===== config.mk =====
export PLATFORM = sky130hd
export DESIGN_NAME = trial_division_prime_test_unit
export DESIGN_NICKNAME = d
export VERILOG_FILES = /design/src/rtl/tdp_pkg.sv /design/src/rtl/trial_division_prime_test_unit.sv /design/src/rtl/tdp_rem_unit.sv
export SDC_FILE = /design/constraint.sdc
export NUM_CORES = 1
export LEC_CHECK = 0
export ABC_AREA = 1
export BUFFER_PORTS_ARGS = -buffer_cell sky130_fd_sc_hd__buf_2
export CORE_UTILIZATION = 55
export CTS_CLUSTER_DIAMETER = 50
export DETAILED_ROUTE_END_ITERATION = 8
export PLACE_DENSITY = 0.73
export SYNTH_ARGS = -nofsm -noshare
export SYNTH_HDL_FRONTEND = slang
export SYNTH_HIERARCHICAL = 1
export SYNTH_SLANG_ARGS = --single-unit

===== constraint.sdc =====
create_clock -name aclk -period 13.6 [get_ports aclk]
set_input_delay 3.4 -clock aclk [delete_from_list [all_inputs] [get_ports aclk]]
set_output_delay 3.4 -clock aclk [all_outputs]
set_load 0.05 [all_outputs]

===== src/rtl/tdp_pkg.sv =====
// shared constants and types for the trial division prime test block
// no dependencies; imported by tdp_rem_unit, tdp_checker, the top level and the testbench
package tdp_pkg;

    // operand widths
    localparam int VALUE_WIDTH   = 31;
    localparam int DIV_WIDTH     = VALUE_WIDTH / 2 + 2;
    localparam int SQ_WIDTH      = 2 * DIV_WIDTH;
    localparam int CNT_WIDTH     = $clog2(VALUE_WIDTH);
    localparam int S_TDATA_WIDTH = ((VALUE_WIDTH + 7) / 8) * 8;
    localparam int M_TDATA_WIDTH = 8;

    // first odd trial divisor and its square
    localparam logic [DIV_WIDTH-1:0] FIRST_DIVISOR = DIV_WIDTH'(3);
    localparam logic [SQ_WIDTH-1:0]  FIRST_SQUARE  = SQ_WIDTH'(9);

    // control from the sequencer to the remainder unit
    typedef struct packed {
        logic start;
    } rem_ctrl_t;

    // status from the remainder unit back to the sequencer
    typedef struct packed {
        logic done;
        logic zero;
    } rem_stat_t;

endpackage


===== src/rtl/trial_division_prime_test_unit.sv =====
// channel  | direction | ports                        | contents
// s_       | in        | s_tvalid s_tready s_tdata    | candidate
// m_       | out       | m_tvalid m_tready m_tdata    | is_prime
//
// one candidate at a time: s_tready is high only while no item is in work
// each odd divisor takes one bound check, VALUE_WIDTH remainder steps in
// tdp_rem_unit and one done strobe; the worst case for a 31-bit prime is
// about 23000 divisors
// values below 4 and even values answer in the cycle after the transfer
// reset (aresetn low, synchronous) returns to idle; a result held on m_
// waits for m_tready and stalls further input until taken
//
// top level of the trial division prime test; depends on tdp_pkg and
// tdp_rem_unit
module trial_division_prime_test_unit
    import tdp_pkg::*;
(
    input  logic                     aclk,
    input  logic                     aresetn,
    input  logic                     s_tvalid,
    output logic                     s_tready,
    input  logic [S_TDATA_WIDTH-1:0] s_tdata,   // [30:0] candidate, rest zero
    output logic                     m_tvalid,
    input  logic                     m_tready,
    output logic [M_TDATA_WIDTH-1:0] m_tdata    // [0] is_prime, rest zero
);

    typedef enum logic [3:0] {
        ST_IDLE   = 4'b0001,
        ST_CHECK  = 4'b0010,
        ST_DIVIDE = 4'b0100,
        ST_RESULT = 4'b1000
    } state_t;

    state_t                 state_reg, state_next;
    logic [VALUE_WIDTH-1:0] value_reg, value_next;
    logic [DIV_WIDTH-1:0]   divisor_reg, divisor_next;
    logic [SQ_WIDTH-1:0]    square_reg, square_next;
    logic                   prime_reg, prime_next;
    logic [VALUE_WIDTH-1:0] candidate;
    logic                   s_xfer;
    logic                   m_xfer;
    logic                   beyond_bound;
    logic [SQ_WIDTH-1:0]    square_step;
    rem_ctrl_t              rem_ctrl;
    rem_stat_t              rem_stat;

    assign candidate = s_tdata[VALUE_WIDTH-1:0];
    assign s_xfer    = s_tvalid && s_tready;
    assign m_xfer    = m_tvalid && m_tready;

    // square of the next odd divisor: (d+2)^2 = d^2 + 4d + 4
    assign square_step  = SQ_WIDTH'({divisor_reg, 2'b00}) + SQ_WIDTH'(4);
    assign beyond_bound = square_reg > SQ_WIDTH'(value_reg);

    tdp_rem_unit u_rem (
        .aclk     (aclk),
        .aresetn  (aresetn),
        .ctrl     (rem_ctrl),
        .dividend (value_reg),
        .divisor  (divisor_reg),
        .stat     (rem_stat)
    );

    // sequencer
    always_comb begin
        state_next     = state_reg;
        value_next     = value_reg;
        divisor_next   = divisor_reg;
        square_next    = square_reg;
        prime_next     = prime_reg;
        rem_ctrl.start = 1'b0;
        case (state_reg)
            ST_IDLE: begin
                if (s_xfer) begin
                    value_next   = candidate;
                    divisor_next = FIRST_DIVISOR;
                    square_next  = FIRST_SQUARE;
                    if (candidate < VALUE_WIDTH'(2)) begin
                        prime_next = 1'b0;
                        state_next = ST_RESULT;
                    end else if (candidate inside {VALUE_WIDTH'(2), VALUE_WIDTH'(3)}) begin
                        prime_next = 1'b1;
                        state_next = ST_RESULT;
                    end else if (!candidate[0]) begin
                        prime_next = 1'b0;
                        state_next = ST_RESULT;
                    end else begin
                        state_next = ST_CHECK;
                    end
                end
            end
            ST_CHECK: begin
                // no divisor found up to the square root
                if (beyond_bound) begin
                    prime_next = 1'b1;
                    state_next = ST_RESULT;
                end else begin
                    rem_ctrl.start = 1'b1;
                    state_next     = ST_DIVIDE;
                end
            end
            ST_DIVIDE: begin
                if (rem_stat.done) begin
                    if (rem_stat.zero) begin
                        prime_next = 1'b0;
                        state_next = ST_RESULT;
                    end else begin
                        divisor_next = divisor_reg + DIV_WIDTH'(2);
                        square_next  = square_reg + square_step;
                        state_next   = ST_CHECK;
                    end
                end
            end
            ST_RESULT: begin
                if (m_xfer) begin
                    state_next = ST_IDLE;
                end
            end
            default: begin
                state_next = ST_IDLE;
            end
        endcase
    end

    // control state
    always_ff @(posedge aclk) begin
        if (!aresetn) begin
            state_reg <= ST_IDLE;
        end else begin
            state_reg <= state_next;
        end
    end

    // datapath
    always_ff @(posedge aclk) begin
        value_reg   <= value_next;
        divisor_reg <= divisor_next;
        square_reg  <= square_next;
        prime_reg   <= prime_next;
    end

    assign s_tready = (state_reg == ST_IDLE);
    assign m_tvalid = (state_reg == ST_RESULT);
    assign m_tdata  = {{(M_TDATA_WIDTH-1){1'b0}}, prime_reg};

endmodule


===== src/rtl/tdp_rem_unit.sv =====
// bit-serial restoring remainder unit, one dividend bit per cycle
// depends on tdp_pkg
module tdp_rem_unit
    import tdp_pkg::*;
(
    input  logic                   aclk,
    input  logic                   aresetn,
    input  rem_ctrl_t              ctrl,
    input  logic [VALUE_WIDTH-1:0] dividend,
    input  logic [DIV_WIDTH-1:0]   divisor,
    output rem_stat_t              stat
);

    logic [VALUE_WIDTH-1:0] shift_reg, shift_next;
    logic [DIV_WIDTH-1:0]   rem_reg, rem_next;
    logic [CNT_WIDTH-1:0]   cnt_reg, cnt_next;
    logic                   busy_reg, busy_next;
    logic                   done_reg, done_next;
    logic [DIV_WIDTH:0]     trial;
    logic [DIV_WIDTH:0]     diff;

    // shift in the next dividend bit and try a subtract
    assign trial = {rem_reg, shift_reg[VALUE_WIDTH-1]};
    assign diff  = trial - {1'b0, divisor};

    always_comb begin
        shift_next = shift_reg;
        rem_next   = rem_reg;
        cnt_next   = cnt_reg;
        busy_next  = busy_reg;
        done_next  = 1'b0;
        if (ctrl.start) begin
            shift_next = dividend;
            rem_next   = '0;
            cnt_next   = CNT_WIDTH'(VALUE_WIDTH - 1);
            busy_next  = 1'b1;
        end else if (busy_reg) begin
            shift_next = {shift_reg[VALUE_WIDTH-2:0], 1'b0};
            // remainder stays below the divisor, so the low bits hold it
            if (trial >= {1'b0, divisor}) begin
                rem_next = diff[DIV_WIDTH-1:0];
            end else begin
                rem_next = trial[DIV_WIDTH-1:0];
            end
            cnt_next = cnt_reg - CNT_WIDTH'(1);
            if (cnt_reg == '0) begin
                busy_next = 1'b0;
                done_next = 1'b1;
            end
        end
    end

    // control state
    always_ff @(posedge aclk) begin
        if (!aresetn) begin
            busy_reg <= 1'b0;
            done_reg <= 1'b0;
        end else begin
            busy_reg <= busy_next;
            done_reg <= done_next;
        end
    end

    // datapath
    always_ff @(posedge aclk) begin
        shift_reg <= shift_next;
        rem_reg   <= rem_next;
        cnt_reg   <= cnt_next;
    end

    assign stat.done = done_reg;
    assign stat.zero = (rem_reg == '0);

endmodule


==> results.md, run 1 <==
* Setup Buffers After CTS at 0
* Startpoint types: flip-flop
* Post-Syn Instances at 1214
* Final setup margin at 8610 ps
* Reg2Reg Setup Slack at around 9400 ps
* Synth area leader: edfxtp_1
* Fraction of registers with async set/reset at 0%
* Final slew viol count at 0
* Setup TNS at 0 ps
* DIE WIDTH at 133 um
* Final Critical Period at 4990 ps
* H-tree levels at 4
* DP HPWL at 16100 um
* Worst slew margin at 28.5%
* Initial drt markers at 441
* Slew @ Worst Pin at 1070 ps
* Synth unique cells at about 50
* Leak pwr at around 0.0049 uW
* CP cell instances: nor2_1 > inv_1 > nor3_2 > buf_2
* Mapped Area at 9410 um2
* Fillers at 1468
* RSZ-0062 raised after global routing: false
* Max-Cap Viols at 0
* CP Class: reg2out
* Slowest cell on crit path: dfxtp_1
* Grt ovf at 0
* Worst endpoint required time at ~10000 ps
* Synth warnings at 6
* Starting density of the core at 56.6%
* WHS Path Cells at 1
* Outcome: finished, final reports clean
* Clock slew at reported path FFs at 70 ps
* Reg2reg path depth at 16
* Vias/cell at approximately 5.3
* Clk_lat worst skew at 420 ps
* Fin area at 10400 um2
* # IOs at 46
* Pre-CTS setup slack at 8620 ps
* Number of synthesized register bits at 138
* Worst Clk Skew at 8.74 ps
* Residual DRC at 0
* Register area at 3860 um2
* Final worst-path cycle share at 36.7%
* Ant diodes at 0
* Hold Vio Cnt, Final at 0
* Post-synth top flop: edfxtp_1
* Hold endpoint: u_rem/cnt_reg[3]$_SDFFE_PP1P_
* Hold Crit Start: u_rem/cnt_reg[3]$_SDFFE_PP1P_
* Fmax at 200 MHz
* Clk sinks at around 140
* Critical path arrival at 1590 ps
* Multi-input gate area at 4720 um2
* Detail Route Antenna Nets at 0
* Post-synth EDFFs at 110
* WL met1 at between 9000 and 10000 um
* # setup viols final at 0
* PwrDens at 237 nW/um2
* Clock Path Buffers at 2
* Post-synthesis sequential area ratio at 41.1%
* Area of the core at ~17000 um2
* Vias at 7913
* Worst setup EP type: primary output
* Met3 wire length at between 800 and 900 um
* Vias in the first global route at 7492
* R2R Path End: u_rem/shift_reg[28]$_DFFE_PP_
* Drt pass-1 iters at 5
* Die Area at 17600 um2
* Final wirelength at 21700 um
* FP Rows at 47
* Hold_buf cts at 0
* Critical path's top delay family: simple AND/OR/NAND/NOR gates
* Pin count of the biggest net entering global routing at 48
* Initial antenna violation count at 0
* Die height at roughly 130 um
* Layout cells sized above 1 at 10.0%
* Worst R2R Start: square_reg[25]$_SDFFCE_PP0P_
* Max layer used: met4
* Synthesized area per cell at ~7.8 um2
* Top cells by count, synth: nand2_1 (348), inv_1 (178), nor2_1 (121), edfxtp_1 (110)
* Worst VDD drop at 0.127 mV
* CTS Buf Count at 17
* Root buffer cell: clkbuf_16
* Share of the synthesized area in the top cell type at approximately a third
* HP Class: reg2reg
* Routed wl met2 at 10500 um
* Largest stage delay on the critical path at between 300 and 400 ps
* GRT Util Overall at 25.7%
* IO Port Bufs at 37
* Drt wl/cell at 14.6 um
* Ranking of synthesized cells by area: edfxtp_1 (35%), nand2_1 (14%), ha_1 (11%), inv_1 (7.1%), dfxtp_1 (6.0%)
* Worst-path fanout max at 5
* Cells resized by post-CTS repair at 0
* Count leader, synth: nand2_1
* Nets@finish at 1373
* First-pass GRT wire length at 35700 um
* Buf/Inv on CP at 2
* CTS tree: done
* Overall Power at 2460 uW
* Placer congestion estimate at roughly 0.90
* P&R area growth vs syn at 10.1%
* Post-DP Area at 9790 um2
-- per-layer routing --
metal  global-route usage [%]  vias up
li1                         -     4039
met1                     32.6     3637
met2                     44.1      201
met3                     3.91       36
met4                     10.2        0
met5                        0        -
-- cell usage in the layout, fill, tap and decap left out, drive strengths merged, types with 7 or more instances in the layout --
| master | instances |
|---|---|
| nand2 | 360 |
| inv | 194 |
| nor2 | 126 |
| edfxtp | 110 |
| a21oi | 80 |
| ha | 80 |
| nand3 | 71 |
| o21ai | 51 |
| buf | 42 |
| dfxtp | 28 |
| nor3 | 20 |
| clkbuf | 17 |
| nand4 | 16 |
| nor4 | 8 |
| conb | 8 |
| clkinv | 7 |
-- power breakdown --
group / switching (uW) / internal, uW / total [uW]
Combinational: 817 / 420 / 1240
Clock: 210 / 245 / 454
Sequential: 141 / 625 / 765
Total: 1170 / 1290 / 2460
-- worst reg2reg max path: cells and delay by family (launching register included) --
family                   cells  cell delay, ps
AND/OR/NAND/NOR             11            1730
buffers and inverters        4            1290
flip-flops                   1             500
adder cells (fa/ha/maj)      1             350
-- logic make-up (layout without fill, tap and decap cells) --
family / count (synthesis) / in the layout / synth area share, %
other cells: 2 / 8 / 0.0798
simple gates: 617 / 617 / 29.0
flops: 138 / 138 / 41.1
compound gates: 152 / 152 / 8.77
fa+ha+maj: 82 / 82 / 11.1
buf+inv: 214 / 262 / 9.17
xor+xnor: 9 / 9 / 0.838
-- final cells by class --
| class | count | area share, % |
|---|---|---|
| clock buffer | 17 | 4.10 |
| clock inverter | 15 | 1.46 |
| inverter | 188 | 6.81 |
| multi-input combinational | 868 | 45.6 |
| sequential | 138 | 37.3 |
| tap | 220 | 2.66 |
| timing repair buffer | 42 | 2.15 |
-- worst max path at each step --
stage / cells past startpoint / slack [ps] / start / to
2_1_floorplan: 4 / 6020 / s_tvalid / divisor_reg[10]$_SDFFCE_PP0P_
3_3_place_gp: 11 / 8670 / s_tdata[4] / prime_reg$_DFFE_PP_
3_5_place_dp: 12 / 8620 / s_tdata[20] / prime_reg$_DFFE_PP_
4_1_cts: 4 / 8580 / state_reg[3]$_SDFFE_PN0P_ / s_tready
5_1_grt: 4 / 8520 / state_reg[3]$_SDFFE_PN0P_ / s_tready
6_report: 4 / 8610 / state_reg[3]$_SDFFE_PN0P_ / s_tready
-- through the flow --
| step | utilization [%] | hold slack [ps] | cells |
|---|---|---|---|
| 2_1_floorplan | - | 444 | 1220 |
| 3_3_place_gp | 58.8 | 462 | 1456 |
| 3_5_place_dp | 58.8 | 464 | 1456 |
| 4_1_cts | 62.3 | 477 | 1488 |
| 5_1_grt | 62.3 | 501 | 1488 |
| 6_report | 62.3 | 470 | 1488 |
(Power assumes the default switching activity.)
==> run 2, diff against run 1 <==
Settings changed: ABC_AREA 1 to 0.
Clock period 13.6 ns to 4.9 ns, I/O delays scaled along.
==> run 2 against run 1 <==
Against the previous run:
- clock power rose to 3.0 times the previous value
- non-clock buffer count increased by 3
- critical path type is now reg2reg
- total power is 65% higher
- clock skew grew 3.5 ps
==> results.md, run 2 <==
* Outcome: finished, final reports clean (unchanged)
* IO Port Bufs at 37 (unchanged)
* Clk_lat worst skew at 420 ps (about the same)
* Final wirelength at 18900 um (was 21700 um)
* Cells resized by post-CTS repair at 0 (unchanged)
* # IOs at 46 (unchanged)
* PwrDens at 412 nW/um2 (was 237 nW/um2)
* Overall Power at 4050 uW (was 2460 uW)
* Synth warnings at 6 (unchanged)
* FP Rows at 46 (was 47)
* Fmax at 265 MHz
* Pin count of the biggest net entering global routing at 48 (unchanged)
* Synth area leader: edfxtp_1 (unchanged)
* WHS Path Cells at 2 (was 1)
* Number of synthesized register bits at 138 (unchanged)
* Worst slew margin at 25.6% (was 28.5%)
* Vias at 6562 (was 7913)
* # setup viols final at 0 (unchanged)
* Fraction of registers with async set/reset at 0% (unchanged)
* Worst setup EP type: flip-flop (was primary output)
* Final core occ at 62.3% (about the same)
* Die Area at 16600 um2 (was 17600 um2)
* Synth unique cells at 81 (was 49)
* P&R area growth vs syn at 11.1% (was 10.1%)
* Detail Route Antenna Nets at 0 (unchanged)
* Setup Buffers After CTS at 0 (unchanged)
* Leak pwr at 0.00401 uW (was 0.00494 uW)
* CP Class: reg2reg (was reg2out)
* Hold Crit Start: u_rem/cnt_reg[4]$_SDFFE_PP1P_ (was u_rem/cnt_reg[3]$_SDFFE_PP1P_)
* Hold_buf cts at 0 (unchanged)
* H-tree levels at 4 (unchanged)
* Initial antenna violation count at 0 (unchanged)
* CP cell instances: ha_1 > nand4_1 > nor4bb_1 > and4_4 > or4b_1 > or2_1 > a21oi_4 > buf_4 > nor2b_1 > nand2_1 > o2bb2a_2 > o21ai_0 (was nor2_1 > inv_1 > nor3_2 > buf_2)
* Final worst-path cycle share at 76.9%
* Critical path arrival at 4110 ps (was 1590 ps)
* Placer congestion estimate at 0.846 (was 0.897)
* R2R Path End: u_rem/rem_reg[13]$_SDFFE_PP0P_ (was u_rem/shift_reg[28]$_DFFE_PP_)
* Reg2Reg Setup Slack at 1130 ps (was 9420 ps)
* Clock Path Buffers at 2 (unchanged)
* Ant diodes at 0 (unchanged)
* Layout cells sized above 1 at 14.9% (was 10.0%)
* Clk sinks at 138 (unchanged)
* Die height at 129 um (was 133 um)
* Nets@finish at 1007 (was 1373)
* Buf/Inv on CP at 1 (was 2)
* Slew @ Worst Pin at 1120 ps (was 1070 ps)
* Grt ovf at 0 (unchanged)
* Ranking of synthesized cells by area: edfxtp_1 (37%), ha_1 (11%), dfxtp_1 (6.3%), mux2_2 (3.8%), nand2_1 (3.0%) (was edfxtp_1 (35%), nand2_1 (14%), ha_1 (11%), inv_1 (7.1%), dfxtp_1 (6.0%))
* Commonest non-fill, non-tap cells in the layout: edfxtp_1 (110), ha_1 (80), nand2_1 (70) (was nand2_1 (348), inv_1 (178), nor2_1 (120))
* CTS Buf Count at 17 (unchanged)
* Area of the core at 15800 um2 (was 16600 um2)
* Hold endpoint: u_rem/cnt_reg[4]$_SDFFE_PP1P_ (was u_rem/cnt_reg[3]$_SDFFE_PP1P_)
* Starting density of the core at 56.1% (was 56.6%)
* Worst Clk Skew at 12.2 ps (was 8.74 ps)
* Final slew viol count at 0 (unchanged)
* Root buffer cell: clkbuf_16 (unchanged)
* Post-synth top flop: edfxtp_1 (unchanged)
* Slowest cell on crit path: nor2b_1 (was dfxtp_1)
* Max-Cap Viols at 0 (unchanged)
* Non-filler instance count after layout at 1118 (was 1488)
* Placed insts at 1086 (was 1456)
* Worst R2R Start: square_reg[21]$_SDFFCE_PP0P_ (was square_reg[25]$_SDFFCE_PP0P_)
* Post-DP Area at 9200 um2 (was 9790 um2)
* Drt wl/cell at 16.9 um (was 14.6 um)
* Setup TNS at 0 ps (unchanged)
* Count leader, synth: edfxtp_1 (was nand2_1)
* Largest stage delay on the critical path at 740 ps (was 340 ps)
* DP HPWL at 13600 um (was 16100 um)
* Vias in the first global route at 6279 (was 7492)
* Drt pass-1 iters at 6 (was 5)
* Fin area at 9830 um2 (was 10400 um2)
* Worst-path fanout max at 15 (was 5)
* Critical path's top delay family: simple AND/OR/NAND/NOR gates (unchanged)
* Post-synth EDFFs at 110 (unchanged)
* Residual DRC at 0 (unchanged)
* GRT Util Overall at 24.0% (was 25.7%)
* Commonest non-fill, non-tap cell in the layout: edfxtp_1 (was nand2_1)
* Post-synthesis sequential area ratio at 43.7% (was 41.1%)
* Reg2reg path depth at 12 (was 16)
* Startpoint types: flip-flop (unchanged)
* Mapped Area at 8850 um2 (was 9410 um2)
* Post-Syn Instances at 856 (was 1214)
* Clock slew at reported path FFs at 60 ps (was 70 ps)
* Top cells by count, synth: edfxtp_1 (110), ha_1 (80), nand2_1 (70), inv_1 (60), nor2_1 (51) (was nand2_1 (348), inv_1 (178), nor2_1 (121), edfxtp_1 (110))
* Worst VDD drop at 0.275 mV (was 0.127 mV)
* DIE WIDTH at 129 um (was 133 um)
* Hold Vio Cnt, Final at 0 (unchanged)
* First-pass GRT wire length at 30700 um (was 35700 um)
* HP Class: reg2reg (unchanged)
* Vias/cell at 5.87 (was 5.32)
* Initial drt markers at 411 (was 441)
* Share of the synthesized area in the top cell type at 37.3% (was 35.1%)
* RSZ-0062 raised after global routing: false (unchanged)
* CTS tree: done (unchanged)
* Synthesized area per cell at 10.3 um2 (was 7.75 um2)
* Worst endpoint required time at 5240 ps (was 10200 ps)
* Final Critical Period at 3770 ps
* Fillers at 1285 (was 1468)
[run 2: changes by cell type after synthesis, sizes merged, moves of 11 or more]
cell / delta
a21o: +24
a21oi: -30
inv: -125
mux2: +30
mux2i: +18
nand2: -289
nand2b: +11
nand3: -53
nor2: -75
o21ai: -16
xnor2: +11
xor2: +11
[run 2: kinds of logic (layout without fill, tap and decap cells)]
logic type	Yosys count	after routing	share of synthesized area (%)
simple gates	261	261	15.4
compound gates	197	197	15.4
flops	138	138	43.7
buf+inv	97	137	4.77
fa+ha+maj	82	82	11.8
mux	48	48	5.85
xor+xnor	31	31	3.07
other cells	2	8	0.0849
[run 2: area by class of cell]
class / instances / area, um2 / share of cell area (%)
tap: 216 / 270 / 2.75
inverter: 60 / 225 / 2.29
timing repair buffer: 45 / 245 / 2.50
sequential: 138 / 3860 / 39.3
clock buffer: 17 / 425 / 4.33
multi-input combinational: 627 / 4600 / 46.8
clock inverter: 15 / 200 / 2.04
[run 2: worst reg2reg max path: cells and delay by family (launching register included)]
kind	cells	cell delay, ps
adder cells (fa/ha/maj)	1	400
AO/OA/AOI/OAI	3	400
buffers and inverters	1	220
flip-flops	1	560
AND/OR/NAND/NOR	7	2100
[run 2: worst max-delay path by stage]
stage	depth (start not counted)	start	endpoint	slack (ps)
floorplan	4	state_reg[1]$_SDFFE_PN0P_	divisor_reg[10]$_SDFFCE_PP0P_	200
global placement	12	square_reg[21]$_SDFFCE_PP0P_	u_rem/rem_reg[15]$_SDFFE_PP0P_	1300
detailed placement	12	square_reg[21]$_SDFFCE_PP0P_	u_rem/rem_reg[13]$_SDFFE_PP0P_	1240
CTS	12	square_reg[21]$_SDFFCE_PP0P_	u_rem/rem_reg[13]$_SDFFE_PP0P_	1200
global route	12	square_reg[21]$_SDFFCE_PP0P_	u_rem/rem_reg[16]$_SDFFE_PP0P_	940
finish	12	square_reg[21]$_SDFFCE_PP0P_	u_rem/rem_reg[13]$_SDFFE_PP0P_	1130
[run 2: layer usage]
metal	track usage (%)	share of wire [%]	routed length (um)	up-vias
met1	31.1	46	8800	3153
li1	-	-	-	3227
met4	8.24	2.0	376	0
met2	40.3	48	9000	151
met3	4.57	4.0	752	31
met5	0	0	0	-
[run 2: where the power goes]
group          internal, uW  switching [uW]
logic                   481             652
clock network           823             547
registers              1410             137
[run 2: through the flow]
step | hold slack (ps) | setup slack, ps
final | 498 | 1130
after floorplan | 462 | 202
after global routing | 535 | 941
after CTS | 508 | 1200
after detailed placement | 483 | 1240
after global placement | 480 | 1300
